`src/rtl/gcrdf_pkg.sv`:
```
// Shared types, constants and the 6-and-2 inverse code table for the GCR sector deframer.
// Used by gcrdf_ctrl and gcr_6and2_sector_deframer; depends on nothing.
package gcrdf_pkg;

    // Field marks
    localparam logic [7:0] MARK_D5 = 8'hD5;
    localparam logic [7:0] MARK_AA = 8'hAA;
    localparam logic [7:0] MARK_96 = 8'h96;
    localparam logic [7:0] MARK_DE = 8'hDE;
    localparam logic [7:0] MARK_AD = 8'hAD;

    // 4-and-4 pair masks
    localparam logic [7:0] PAIR_HI_MASK = 8'hAA;
    localparam logic [7:0] PAIR_LO_MASK = 8'h55;

    // Data field geometry
    localparam int unsigned LOW_COUNT  = 86;
    localparam int unsigned DATA_COUNT = 342;
    localparam int unsigned CNT_W      = 9;
    localparam int unsigned LOW_AW     = $clog2(LOW_COUNT);
    localparam int unsigned GRP_W      = 2;
    localparam int unsigned LOW_W      = 6;

    localparam logic [CNT_W-1:0]  CNT_LOW_END  = CNT_W'(LOW_COUNT);
    localparam logic [CNT_W-1:0]  CNT_DATA_END = CNT_W'(DATA_COUNT);
    localparam logic [LOW_AW-1:0] SLOT_LAST    = LOW_AW'(LOW_COUNT - 1);

    // Unit steps for the data counters
    localparam logic [CNT_W-1:0]  CNT_STEP  = CNT_W'(1);
    localparam logic [LOW_AW-1:0] SLOT_STEP = LOW_AW'(1);
    localparam logic [GRP_W-1:0]  GRP_STEP  = GRP_W'(1);

    // Per-item request from the framer to the store and output stage
    typedef struct packed {
        logic              wr_en;
        logic              rd_en;
        logic [LOW_AW-1:0] addr;
        logic [LOW_W-1:0]  chain;
        logic [7:0]        idx;
        logic [GRP_W-1:0]  grp;
        logic [7:0]        track;
        logic [7:0]        sector;
    } mem_req_t;

    // Map a disk nibble back to its 6-bit value; nibbles outside the code give 0
    function automatic logic [LOW_W-1:0] gcr_inverse(input logic [7:0] nib);
        logic [LOW_W-1:0] val;
        case (nib)
            8'h96: val = 6'd0;   8'h97: val = 6'd1;   8'h9A: val = 6'd2;   8'h9B: val = 6'd3;
            8'h9D: val = 6'd4;   8'h9E: val = 6'd5;   8'h9F: val = 6'd6;   8'hA6: val = 6'd7;
            8'hA7: val = 6'd8;   8'hAB: val = 6'd9;   8'hAC: val = 6'd10;  8'hAD: val = 6'd11;
            8'hAE: val = 6'd12;  8'hAF: val = 6'd13;  8'hB2: val = 6'd14;  8'hB3: val = 6'd15;
            8'hB4: val = 6'd16;  8'hB5: val = 6'd17;  8'hB6: val = 6'd18;  8'hB7: val = 6'd19;
            8'hB9: val = 6'd20;  8'hBA: val = 6'd21;  8'hBB: val = 6'd22;  8'hBC: val = 6'd23;
            8'hBD: val = 6'd24;  8'hBE: val = 6'd25;  8'hBF: val = 6'd26;  8'hCB: val = 6'd27;
            8'hCD: val = 6'd28;  8'hCE: val = 6'd29;  8'hCF: val = 6'd30;  8'hD3: val = 6'd31;
            8'hD6: val = 6'd32;  8'hD7: val = 6'd33;  8'hD9: val = 6'd34;  8'hDA: val = 6'd35;
            8'hDB: val = 6'd36;  8'hDC: val = 6'd37;  8'hDD: val = 6'd38;  8'hDE: val = 6'd39;
            8'hDF: val = 6'd40;  8'hE5: val = 6'd41;  8'hE6: val = 6'd42;  8'hE7: val = 6'd43;
            8'hE9: val = 6'd44;  8'hEA: val = 6'd45;  8'hEB: val = 6'd46;  8'hEC: val = 6'd47;
            8'hED: val = 6'd48;  8'hEE: val = 6'd49;  8'hEF: val = 6'd50;  8'hF2: val = 6'd51;
            8'hF3: val = 6'd52;  8'hF4: val = 6'd53;  8'hF5: val = 6'd54;  8'hF6: val = 6'd55;
            8'hF7: val = 6'd56;  8'hF9: val = 6'd57;  8'hFA: val = 6'd58;  8'hFB: val = 6'd59;
            8'hFC: val = 6'd60;  8'hFD: val = 6'd61;  8'hFE: val = 6'd62;  8'hFF: val = 6'd63;
            default: val = 6'd0;
        endcase
        return val;
    endfunction

endpackage

```
`src/rtl/gcrdf_ram.sv`:
```
// Generic single-port synchronous RAM with registered read data.
// No dependencies.
module gcrdf_ram #(
    parameter int unsigned WIDTH = 6,
    parameter int unsigned DEPTH = 86
) (
    input  logic                     clk,
    input  logic                     we,
    input  logic                     re,
    input  logic [$clog2(DEPTH)-1:0] addr,
    input  logic [WIDTH-1:0]         wdata,
    output logic [WIDTH-1:0]         rdata
);

    logic [WIDTH-1:0] mem [DEPTH];
    logic [WIDTH-1:0] rdata_reg;

    // Write on we, capture read data on re
    always_ff @(posedge clk)
    begin
        if (we)
        begin
            mem[addr] <= wdata;
        end
        if (re)
        begin
            rdata_reg <= mem[addr];
        end
    end

    assign rdata = rdata_reg;

endmodule

```
`src/rtl/gcrdf_ctrl.sv`:
```
// Framing state machine: prolog/epilog hunt, address field decode, data nibble chain
// and store addressing. Uses gcrdf_pkg for constants, the inverse table and mem_req_t.
module gcrdf_ctrl (
    input  logic                clk,
    input  logic                rst_n,
    input  logic                accept,
    input  logic [7:0]          nib,
    output gcrdf_pkg::mem_req_t req
);

    typedef enum logic [4:0] {
        PH_HUNT_D5, PH_HUNT_AA, PH_HUNT_96,
        PH_VOL_A, PH_VOL_B, PH_TRK_A, PH_TRK_B, PH_SEC_A, PH_SEC_B,
        PH_CKS_A, PH_CKS_B, PH_EPI_DE, PH_EPI_AA,
        PH_DAT_D5, PH_DAT_AA, PH_DAT_AD, PH_DATA
    } phase_t;

    phase_t                             phase_reg, phase_next;
    logic [7:0]                         pair_first_reg, pair_first_next;
    logic [gcrdf_pkg::CNT_W-1:0]        count_reg, count_next;
    logic [gcrdf_pkg::LOW_W-1:0]        chain_reg, chain_next;
    logic [gcrdf_pkg::LOW_AW-1:0]       slot_reg, slot_next;
    logic [gcrdf_pkg::GRP_W-1:0]        grp_reg, grp_next;
    logic [7:0]                         track_reg, track_next;
    logic [7:0]                         sector_reg, sector_next;
    logic [7:0]                         pair_val;
    logic [gcrdf_pkg::LOW_W-1:0]        chain_mix;
    logic [gcrdf_pkg::CNT_W-1:0]        idx_full;

    // Decode a 4-and-4 pair and fold the next data nibble into the chain
    assign pair_val  = ({pair_first_reg[6:0], 1'b0} & gcrdf_pkg::PAIR_HI_MASK)
                     | (nib & gcrdf_pkg::PAIR_LO_MASK);
    assign chain_mix = chain_reg ^ gcrdf_pkg::gcr_inverse(nib);
    assign idx_full  = count_reg - gcrdf_pkg::CNT_LOW_END;

    // Next-state logic
    always_comb
    begin
        phase_next      = phase_reg;
        pair_first_next = pair_first_reg;
        count_next      = count_reg;
        chain_next      = chain_reg;
        slot_next       = slot_reg;
        grp_next        = grp_reg;
        track_next      = track_reg;
        sector_next     = sector_reg;
        req             = '0;
        req.chain       = chain_mix;
        req.idx         = idx_full[7:0];
        req.grp         = grp_reg;
        req.track       = track_reg;
        req.sector      = sector_reg;
        req.addr        = slot_reg;

        case (phase_reg)
            PH_HUNT_D5: if (nib == gcrdf_pkg::MARK_D5) phase_next = PH_HUNT_AA;
            PH_HUNT_AA: phase_next = (nib == gcrdf_pkg::MARK_AA) ? PH_HUNT_96 : PH_HUNT_D5;
            PH_HUNT_96: phase_next = (nib == gcrdf_pkg::MARK_96) ? PH_VOL_A : PH_HUNT_D5;
            PH_VOL_A:
            begin
                pair_first_next = nib;
                phase_next      = PH_VOL_B;
            end
            PH_VOL_B: phase_next = PH_TRK_A;
            PH_TRK_A:
            begin
                pair_first_next = nib;
                phase_next      = PH_TRK_B;
            end
            PH_TRK_B:
            begin
                track_next = pair_val;
                phase_next = PH_SEC_A;
            end
            PH_SEC_A:
            begin
                pair_first_next = nib;
                phase_next      = PH_SEC_B;
            end
            PH_SEC_B:
            begin
                sector_next = pair_val;
                phase_next  = PH_CKS_A;
            end
            PH_CKS_A: phase_next = PH_CKS_B;
            PH_CKS_B: phase_next = PH_EPI_DE;
            PH_EPI_DE: if (nib == gcrdf_pkg::MARK_DE) phase_next = PH_EPI_AA;
            PH_EPI_AA: phase_next = (nib == gcrdf_pkg::MARK_AA) ? PH_DAT_D5 : PH_EPI_DE;
            PH_DAT_D5: if (nib == gcrdf_pkg::MARK_D5) phase_next = PH_DAT_AA;
            PH_DAT_AA: phase_next = (nib == gcrdf_pkg::MARK_AA) ? PH_DAT_AD : PH_DAT_D5;
            PH_DAT_AD:
            begin
                if (nib == gcrdf_pkg::MARK_AD)
                begin
                    phase_next = PH_DATA;
                    count_next = '0;
                    chain_next = '0;
                    slot_next  = '0;
                    grp_next   = '0;
                end
                else
                begin
                    phase_next = PH_DAT_D5;
                end
            end
            PH_DATA:
            begin
                if (count_reg >= gcrdf_pkg::CNT_DATA_END)
                begin
                    // trailing checksum nibble: drop it and hunt again
                    phase_next = PH_HUNT_D5;
                    count_next = '0;
                end
                else if (count_reg < gcrdf_pkg::CNT_LOW_END)
                begin
                    // low-bit groups: store chained value at its own slot
                    chain_next = chain_mix;
                    count_next = count_reg + gcrdf_pkg::CNT_STEP;
                    req.wr_en  = 1'b1;
                    req.addr   = count_reg[gcrdf_pkg::LOW_AW-1:0];
                end
                else
                begin
                    // sector byte: read its low-bit slot, advance slot and group
                    chain_next = chain_mix;
                    count_next = count_reg + gcrdf_pkg::CNT_STEP;
                    req.rd_en  = 1'b1;
                    if (slot_reg == gcrdf_pkg::SLOT_LAST)
                    begin
                        slot_next = '0;
                        grp_next  = grp_reg + gcrdf_pkg::GRP_STEP;
                    end
                    else
                    begin
                        slot_next = slot_reg + gcrdf_pkg::SLOT_STEP;
                    end
                end
            end
            default: phase_next = PH_HUNT_D5;
        endcase
    end

    // Hold state; advance only on an accepted item
    always_ff @(posedge clk or negedge rst_n)
    begin
        if (!rst_n)
        begin
            phase_reg      <= PH_HUNT_D5;
            pair_first_reg <= '0;
            count_reg      <= '0;
            chain_reg      <= '0;
            slot_reg       <= '0;
            grp_reg        <= '0;
            track_reg      <= '0;
            sector_reg     <= '0;
        end
        else if (accept)
        begin
            phase_reg      <= phase_next;
            pair_first_reg <= pair_first_next;
            count_reg      <= count_next;
            chain_reg      <= chain_next;
            slot_reg       <= slot_next;
            grp_reg        <= grp_next;
            track_reg      <= track_next;
            sector_reg     <= sector_next;
        end
    end

`ifndef SYNTHESIS
    a_no_rd_wr: assert property (@(posedge clk) disable iff (!rst_n)
        !(req.wr_en && req.rd_en))
        else $error("store read and write requested for the same item");
    a_count_max: assert property (@(posedge clk) disable iff (!rst_n)
        count_reg <= gcrdf_pkg::CNT_DATA_END)
        else $error("data count ran past the end of the data field");
    a_grp_range: assert property (@(posedge clk) disable iff (!rst_n)
        (phase_reg == PH_DATA) |-> (grp_reg != 2'd3))
        else $error("low-bit group index out of range");
`endif

endmodule

```
`src/rtl/gcr_6and2_sector_deframer.sv`:
```
// Top level of the 6-and-2 GCR sector deframer: framer, low-bit store and output stage.
// Depends on gcrdf_pkg, gcrdf_ctrl and gcrdf_ram.
// Throughput: one nibble item per cycle unless the output stage stalls; a sector byte is
// valid on m_tdata in the cycle after its nibble is accepted, as the store read is registered.
// Reset (rst_n, async, active low) restarts the prolog hunt and empties the output stage;
// the low-bit store is not cleared, each data field writes all 86 entries before reading.
module gcr_6and2_sector_deframer (
    input  logic        clk,
    input  logic        rst_n,
    input  logic        s_tvalid,
    output logic        s_tready,
    input  logic [7:0]  s_tdata,   // [7:0] nib_byte
    output logic        m_tvalid,
    input  logic        m_tready,
    output logic [31:0] m_tdata,   // [7:0] sector_byte, [15:8] byte_index,
                                   // [23:16] track_number, [31:24] sector_number
    output logic        m_tlast    // last
);

    gcrdf_pkg::mem_req_t              req;
    logic                             accept;
    logic [gcrdf_pkg::LOW_W-1:0]      low_rdata;
    logic                             out_valid_reg;
    logic [gcrdf_pkg::LOW_W-1:0]      out_chain_reg;
    logic [7:0]                       out_idx_reg;
    logic [gcrdf_pkg::GRP_W-1:0]      out_grp_reg;
    logic [7:0]                       out_track_reg;
    logic [7:0]                       out_sector_reg;
    logic [1:0]                       low_pair;

    assign s_tready = !out_valid_reg || m_tready;
    assign accept   = s_tvalid && s_tready;

    gcrdf_ctrl u_ctrl (
        .clk    (clk),
        .rst_n  (rst_n),
        .accept (accept),
        .nib    (s_tdata),
        .req    (req)
    );

    gcrdf_ram #(
        .WIDTH (gcrdf_pkg::LOW_W),
        .DEPTH (gcrdf_pkg::LOW_COUNT)
    ) u_low_store (
        .clk   (clk),
        .we    (accept && req.wr_en),
        .re    (accept && req.rd_en),
        .addr  (req.addr),
        .wdata (req.chain),
        .rdata (low_rdata)
    );

    // Output stage valid: load on a byte item, drop when taken
    always_ff @(posedge clk or negedge rst_n)
    begin
        if (!rst_n)
        begin
            out_valid_reg <= 1'b0;
        end
        else if (accept)
        begin
            out_valid_reg <= req.rd_en;
        end
        else if (m_tready)
        begin
            out_valid_reg <= 1'b0;
        end
    end

    // Output stage payload, in step with the store read
    always_ff @(posedge clk)
    begin
        if (accept && req.rd_en)
        begin
            out_chain_reg  <= req.chain;
            out_idx_reg    <= req.idx;
            out_grp_reg    <= req.grp;
            out_track_reg  <= req.track;
            out_sector_reg <= req.sector;
        end
    end

    // Pick the two low bits for this group, swapped within the pair
    always_comb
    begin
        case (out_grp_reg)
            2'd0:    low_pair = {low_rdata[0], low_rdata[1]};
            2'd1:    low_pair = {low_rdata[2], low_rdata[3]};
            2'd2:    low_pair = {low_rdata[4], low_rdata[5]};
            default: low_pair = 2'b00;
        endcase
    end

    assign m_tvalid = out_valid_reg;
    assign m_tdata  = {out_sector_reg, out_track_reg, out_idx_reg, out_chain_reg, low_pair};
    assign m_tlast  = (out_idx_reg == 8'hFF);

`ifndef SYNTHESIS
    a_byte_follows: assert property (@(posedge clk) disable iff (!rst_n)
        (accept && req.rd_en) |=> m_tvalid)
        else $error("sector byte item missing after store read");
    a_no_write_stalled: assert property (@(posedge clk) disable iff (!rst_n)
        (m_tvalid && !m_tready) |-> !(accept && req.wr_en))
        else $error("item accepted while output stage stalled");
    a_hold_stalled: assert property (@(posedge clk) disable iff (!rst_n)
        (m_tvalid && !m_tready) |=> (m_tvalid && $stable(m_tdata) && $stable(m_tlast)))
        else $error("sector byte item changed while stalled");
`endif

endmodule

```
`config.mk`:
```
export PLATFORM = sky130hd
export DESIGN_NAME = gcr_6and2_sector_deframer
export DESIGN_NICKNAME = d
export VERILOG_FILES = /design/src/rtl/gcrdf_pkg.sv /design/src/rtl/gcrdf_ram.sv /design/src/rtl/gcrdf_ctrl.sv /design/src/rtl/gcr_6and2_sector_deframer.sv
export SDC_FILE = /design/constraint.sdc
export NUM_CORES = 1
export LEC_CHECK = 0
export BUFFER_PORTS_ARGS = -buffer_cell sky130_fd_sc_hd__buf_4
export CAP_MARGIN = 25
export CORE_MARGIN = 8
export CORE_UTILIZATION = 67
export CTS_BUF_LIST = sky130_fd_sc_hd__clkbuf_8 sky130_fd_sc_hd__clkbuf_16
export DETAILED_ROUTE_END_ITERATION = 12
export PLACE_DENSITY = 0.86
export SLEW_MARGIN = 0
export SYNTH_ARGS = -nofsm -noshare
export SYNTH_HDL_FRONTEND = slang
export SYNTH_SLANG_ARGS = --single-unit
```
`constraint.sdc`:
```
create_clock -name clk -period 10.14 [get_ports clk]
set_clock_uncertainty 0.05 [all_clocks]
set_input_delay 1.521 -clock clk [delete_from_list [all_inputs] [get_ports clk]]
set_output_delay 1.521 -clock clk [all_outputs]
set_load 0.02 [all_outputs]
```
* After elaboration in Yosys (flattened, before gate mapping)
Memory sizes are Yosys's and may differ from the RTL's. A register that Yosys moved wholly into a read port is not among the register bits.
Cells that the tools add are included.
** Cells by class
- $add $sub $neg :: 4
- Magnitude comparators :: 2
- Equality and inequality tests :: 33
- Mux-type cells :: 36
- Bitwise operators :: 2
- Reduce and logical (&&, ||, !) cells :: 18
** Operators by type and width (number)
- 5-bit one-hot mux with 17 select lines :: 1
- 8-bit == test, second input constant :: 6
- 5-bit by 4-bit == test with 1-bit output, second input constant :: 8
- 9-bit 2-to-1 mux :: 4
- 7-bit 2-to-1 mux :: 5
- 5-bit 2-to-1 mux :: 5
- 5-bit by 3-bit == test with 1-bit output, second input constant :: 4
- 9-bit one-hot mux with 2 select lines :: 1
- 2-bit 2-to-1 mux :: 7
- 7-bit one-hot mux with 2 select lines :: 1
- 6-bit 2-to-1 mux :: 2
- 2-bit by 1-bit != test with 1-bit output, second input constant :: 6
- 6-bit one-hot mux with 2 select lines :: 1
- 5-bit by 2-bit == test with 1-bit output, second input constant :: 2
- 5-bit AND reduction :: 2
- 9-bit by 1-bit adder with 9-bit output, second input constant :: 1
- 9-bit >= comparator, second input constant :: 1
- 9-bit by 7-bit < comparator with 1-bit output, second input constant :: 1
- 8-bit by 7-bit OR with 8-bit output :: 1
- 8-bit by 7-bit subtractor with 8-bit output, second input constant :: 1
- 7-bit by 1-bit adder with 7-bit output, second input constant :: 1
- 7-bit == test, second input constant :: 1
- 1-bit 2-to-1 mux :: 6
- 2-bit one-hot mux with 3 select lines :: 1
- other kinds (20) :: 26
** Storage, ports and cells
- Bits in registers :: 85
- Bits in writable memories :: 516
- Memory bits (read-only) :: 1536
- Bits of input ports :: 12
- Output and inout bits :: 35
- Memories kept :: 2
** Memories
- (name not given) :: depth 256, bits a word 6, rd ports 1, clocked after Yosys merged registers in 0, wr ports 0, line gcrdf_pkg.sv:48 : case (nib)
- u_low_store.mem :: depth 86, bits a word 6, rd ports 1, clocked after Yosys merged registers in 1, wr ports 1, line gcrdf_ram.sv:15 : logic [WIDTH-1:0] mem [DEPTH];

* Depth between registers and ports, before layout
- Word-level depth :: 7
- Mapped depth :: 12

* Hierarchy
Synthesis repeated with hierarchy kept, for this count alone.
** Unflattened totals
- Cell total of the unflattened synthesis :: 1584
- Area, all modules :: 25370.6 µm²
** By module, submodules not included
- gcrdf_ram :: times used 1, cells an instance 1112, area an instance 20613.5 µm²
- gcrdf_ctrl :: times used 1, cells an instance 425, area an instance 3671.0 µm²
- gcr_6and2_sector_deframer :: times used 1, cells an instance 47, area an instance 1086.0 µm²

* Worst setup path before layout
Ideal clock, no wire load.
- Kind :: input -> register
- Start point :: input s_tdata[0]
- End point :: register out_chain_reg[1] (netlist bit), data pin
- Library setup time :: 704 ps
- Arrival :: 5260 ps
- Required time :: 9386 ps
- Path slack :: 4126 ps
- Stages :: 9
- Path buffers :: 1
- Cells stage by stage :: ha_1 clkbuf_1 nor2b_1 o21ai_0 o21ai_0 o21ai_0 a211oi_1 a211oi_1 xnor2_1
** RTL lines
- start: declaration :: line gcr_6and2_sector_deframer.sv:12 : input logic [7:0] s_tdata,
- end signal: assignment :: line gcr_6and2_sector_deframer.sv:76 : out_chain_reg <= req.chain;
- end: declaration :: line gcr_6and2_sector_deframer.sv:24 : logic [gcrdf_pkg::LOW_W-1:0] out_chain_reg;

* Worst setup path in the final report
- Start point :: register u_ctrl.count_reg[2] (netlist bit)
- End point :: memory u_low_store.mem[82][0] (enable)
** On the way
- Cells in the longest elaborated chain, start to end :: 7
- Elaborated cells on any way between the ends :: 9
- Classes of those cells :: 2 x order compare; 6 x mux; 1 x reduce/logical
** RTL lines
- start: declaration :: line gcrdf_ctrl.sv:20 : logic [gcrdf_pkg::CNT_W-1:0] count_reg, count_next;
- start signal: assignment :: line gcrdf_ctrl.sv:161 : count_reg <= count_next;
- 9-bit by 7-bit < comparator with 1-bit output :: line gcrdf_ctrl.sv:114 : else if (count_reg < gcrdf_pkg::CNT_LOW_END)
- 1-bit 2-to-1 mux :: line gcrdf_ctrl.sv:114
- 9-bit 2-to-1 mux (*) :: line gcrdf_ctrl.sv:108 : if (count_reg >= gcrdf_pkg::CNT_DATA_END)
- 9-bit 2-to-1 mux (*) :: line gcrdf_ctrl.sv:55 : case (phase_reg)
- 1-bit logical AND :: line gcr_6and2_sector_deframer.sv:47 : .we (accept && req.wr_en),
- 1-bit 2-to-1 mux :: line gcrdf_ram.sv:21 : if (we)
- 1-bit 2-to-1 mux (not written as such) :: line gcrdf_ram.sv:23 : mem[addr] <= wdata;
- end: declaration :: line gcrdf_ram.sv:15
Every way passes the cells marked *; elsewhere a longest branch is shown, timed or not.

==> impl_metrics.toml <==
[outcome]
outcome = "completed"

[power_and_ir_drop]
combPwrFrac_pct = 4.5
power.density_nw_per_um2 = 195
intPower_mw = 4.08
p_sw_mw = 1.12
power_mw = 5.20
p_clk_share_pct = 40.6
p_leak_nw = 9.25
ir_drop_mv = 0.186
p_sw_share_pct = 21.6
seqPwrFrac_pct = 54.8

[logic_synthesis]
synth_area_um2 = 23900
async_flop_share_pct = 8.28
synth_warnings = 0
avgSynthCellArea_um2 = 15.4
synth_top_area_share_pct = 69.5
ys_types = 63
synth_top_area_cell = "edfxtp_1"
ys_ff_latch = 604
syn_nets = 1577
synth_cells = 1555
ys.flop_type = "edfxtp_1"
synth_area_leaders = "edfxtp_1 (70%), dfrtp_1 (5.2%), a22oi_1 (2.9%), a22o_1 (2.6%), a221oi_1 (2.5%)"
synth_edf_count = 554
ys_seq_area_share_pct = 74.8

[worst_setup_path]
crit_family = "simple AND/OR/NAND/NOR gates"
crit_arrival_ns = 5.23
endpoint_kind = "flop"
r2r_slack_ns = 5.12
startpoint_type = "flop"
critPathBufInv = 1
worstPathMaxFanout = 47
critical_path_class = "reg2reg"
cp_slowest_cell = "o2111a_2"
slowest_delay_ns = 0.77
cp.required_ns = 10.35
path_cells = "ha_1, nor3_2, o2111a_2, mux2i_4, buf_4, nand2_1, nor2_1"

[sta]
fin_crit_sh_pct = 49.5
timing.setup.tns_ns = 0
fin_ws_ns = 5.12
hold_violations = 0
rsz0062_at_grt = "false"
setup_viol = 0
period_needed_ns = 5.02
relSlewSlack_pct = 30.9
worst_slew_pin_slew_ns = 1.04
max_freq_ghz = 0.199
drv_slew = 0

[routing]
initialDrtViolationCount = 2571
antenna_left = 0
drc = 0
wirelength_mm = 59.3
firstDrtPassIters = 6
num_vias = 15200
routedWlPerCell_um = 28.4
vias_per_cell = 7.29

[layout]
final_common_cell = "edfxtp_1"
stdcell_count = 2086
nets = 1605
antenna_cells = 0
largest_reg_flops = 516
drive_gt1_share_pct = 12.0
area_growth_syn_to_layout_pct = 11.3
design_area_um2 = 26600
final_cell_mix = "edfxtp_1 (554), nor2_1 (115), a22oi_1 (94), a22o_1 (71)"
nFillCells = 1946

[die]
coreArea_um2 = 35400
dieWidth_um = 205
ios = 47
start_util_pct = 67.6
dieArea_um2 = 42000
std_cell_rows = 69
die_y_um = 205

[global_route]
grt_usage_pct = 28.0
grt_first_pass_wirelength_mm = 89.0
grt_max_degree = 89
antenna_found_initial = 0
grt_pass1_vias = 14400
gr-total-overflow = 0

[placement]
placed_cell_area_um2 = 24700
dp.cells = 1983
hpwl_mm = 34.1
place.gp.congestion = 0.924
pre_cts_ws_ns = 5.26
numPortBuffers = 46

[job]
cap_violations = 0

[cts]
root_buffer = "clkbuf_16"
cts_resized = 0
cts.clk_slew.worst_paths_ns = 0.06
htreeDepth = 2
cts_tree = "yes"
clk_path_buf_depth = 3
postCtsHoldBufs = 0
postCtsSetupRepairBufs = 0
numCtsBuffers = 56
cts_sinks = 604
insertion_delay_ns = 0.63

[min_path]
hp-class = "reg2reg"
cells in the mapped netlist, types with 4 or more instances:
library cell	instances
a2111oi_0	8
a211oi_1	5
a21oi_1	36
a221oi_1	69
a222oi_1	18
a22o_1	71
a22oi_1	94
a31o_2	6
a31oi_1	35
and3_1	20
buf_1	14
buf_2	27
clkbuf_1	57
dfrtp_1	50
edfxtp_1	554
ha_1	10
inv_1	15
mux2_2	14
mux2i_1	22
nand2_1	66
nand2b_1	13
nand3_1	42
nand3b_1	7
nand4_1	16
nor2_1	115
nor2b_1	15
nor3_1	11
nor3b_1	4
o211ai_1	6
o21ai_0	60
o31ai_1	11
or3_1	5
xnor2_1	7
xor2_1	5
layout make-up:
| cell class | instances | area [um2] | area share, % |
|---|---|---|---|
| sequential | 604 | 17900 | 67.2 |
| multi-input combinational | 834 | 5710 | 21.4 |
| clock buffer | 57 | 1430 | 5.36 |
| tap | 461 | 577 | 2.17 |
| timing repair buffer | 70 | 531 | 1.99 |
| clock inverter | 43 | 423 | 1.59 |
| inverter | 17 | 63.8 | 0.240 |
worst register-to-register path: cells and delay by family, from the launching register on:
| family | cells | cell delay [ns] |
|---|---|---|
| simple gates | 3 | 1.57 |
| mux | 1 | 0.78 |
| compound gates | 1 | 0.77 |
| buf+inv | 1 | 0.63 |
| flops | 1 | 0.52 |
| fa+ha+maj | 1 | 0.32 |
logic make-up (layout without fill, tap and decap cells):
| kind of cell | Yosys count | in the layout | synth area share (%) |
|---|---|---|---|
| muxes | 39 | 39 | 1.75 |
| adders and majority gates | 11 | 11 | 0.565 |
| AOI/OAI and AO/OA | 445 | 445 | 13.8 |
| xor gates and xnor gates | 12 | 12 | 0.439 |
| DFF | 604 | 604 | 74.8 |
| and+or+nand+nor | 327 | 327 | 6.58 |
| buffers and inverters | 117 | 187 | 2.04 |
final timing paths:
path                       cells after the start                 from                     end
max                                            7  u_ctrl.count_reg[2]  u_low_store.mem[82][0]
min                                            0  u_ctrl.track_reg[6]        out_track_reg[6]
max reg2reg                                    7  u_ctrl.count_reg[2]  u_low_store.mem[82][0]
min reg2reg                                    0  u_ctrl.track_reg[6]        out_track_reg[6]
max in group asynchronous                      1                rst_n       u_ctrl.grp_reg[1]
min in group asynchronous                      1                rst_n      u_ctrl.slot_reg[6]
metal layers:
layer  up-vias  routed length (um)  GRT usage [%]
met1      7353               21200           38.2
met3       202                7890           6.56
met2      1300               27900           43.9
met5         -                   0          0.595
met4         0                2310           10.2
li1       6349                   -              -
power by group through the flow:
stage / clock network, mW / logic, mW / registers [mW]
after global routing: 2.21 / 0.257 / 2.86
after global placement: 0 / 0.222 / 2.90
after floorplan: 0 / 0.158 / 2.89
after detailed placement: 0 / 0.232 / 2.90
final: 2.11 / 0.236 / 2.85
after CTS: 2.12 / 0.234 / 2.85
metrics by stage:
stage               hold WS (ns)  utilization [%]
floorplan                  0.369                -
global placement           0.378             69.9
detailed placement         0.381             69.9
CTS                        0.396             75.1
global route               0.406             75.2
finish                     0.393             75.2
(Power assumes the default switching activity.)
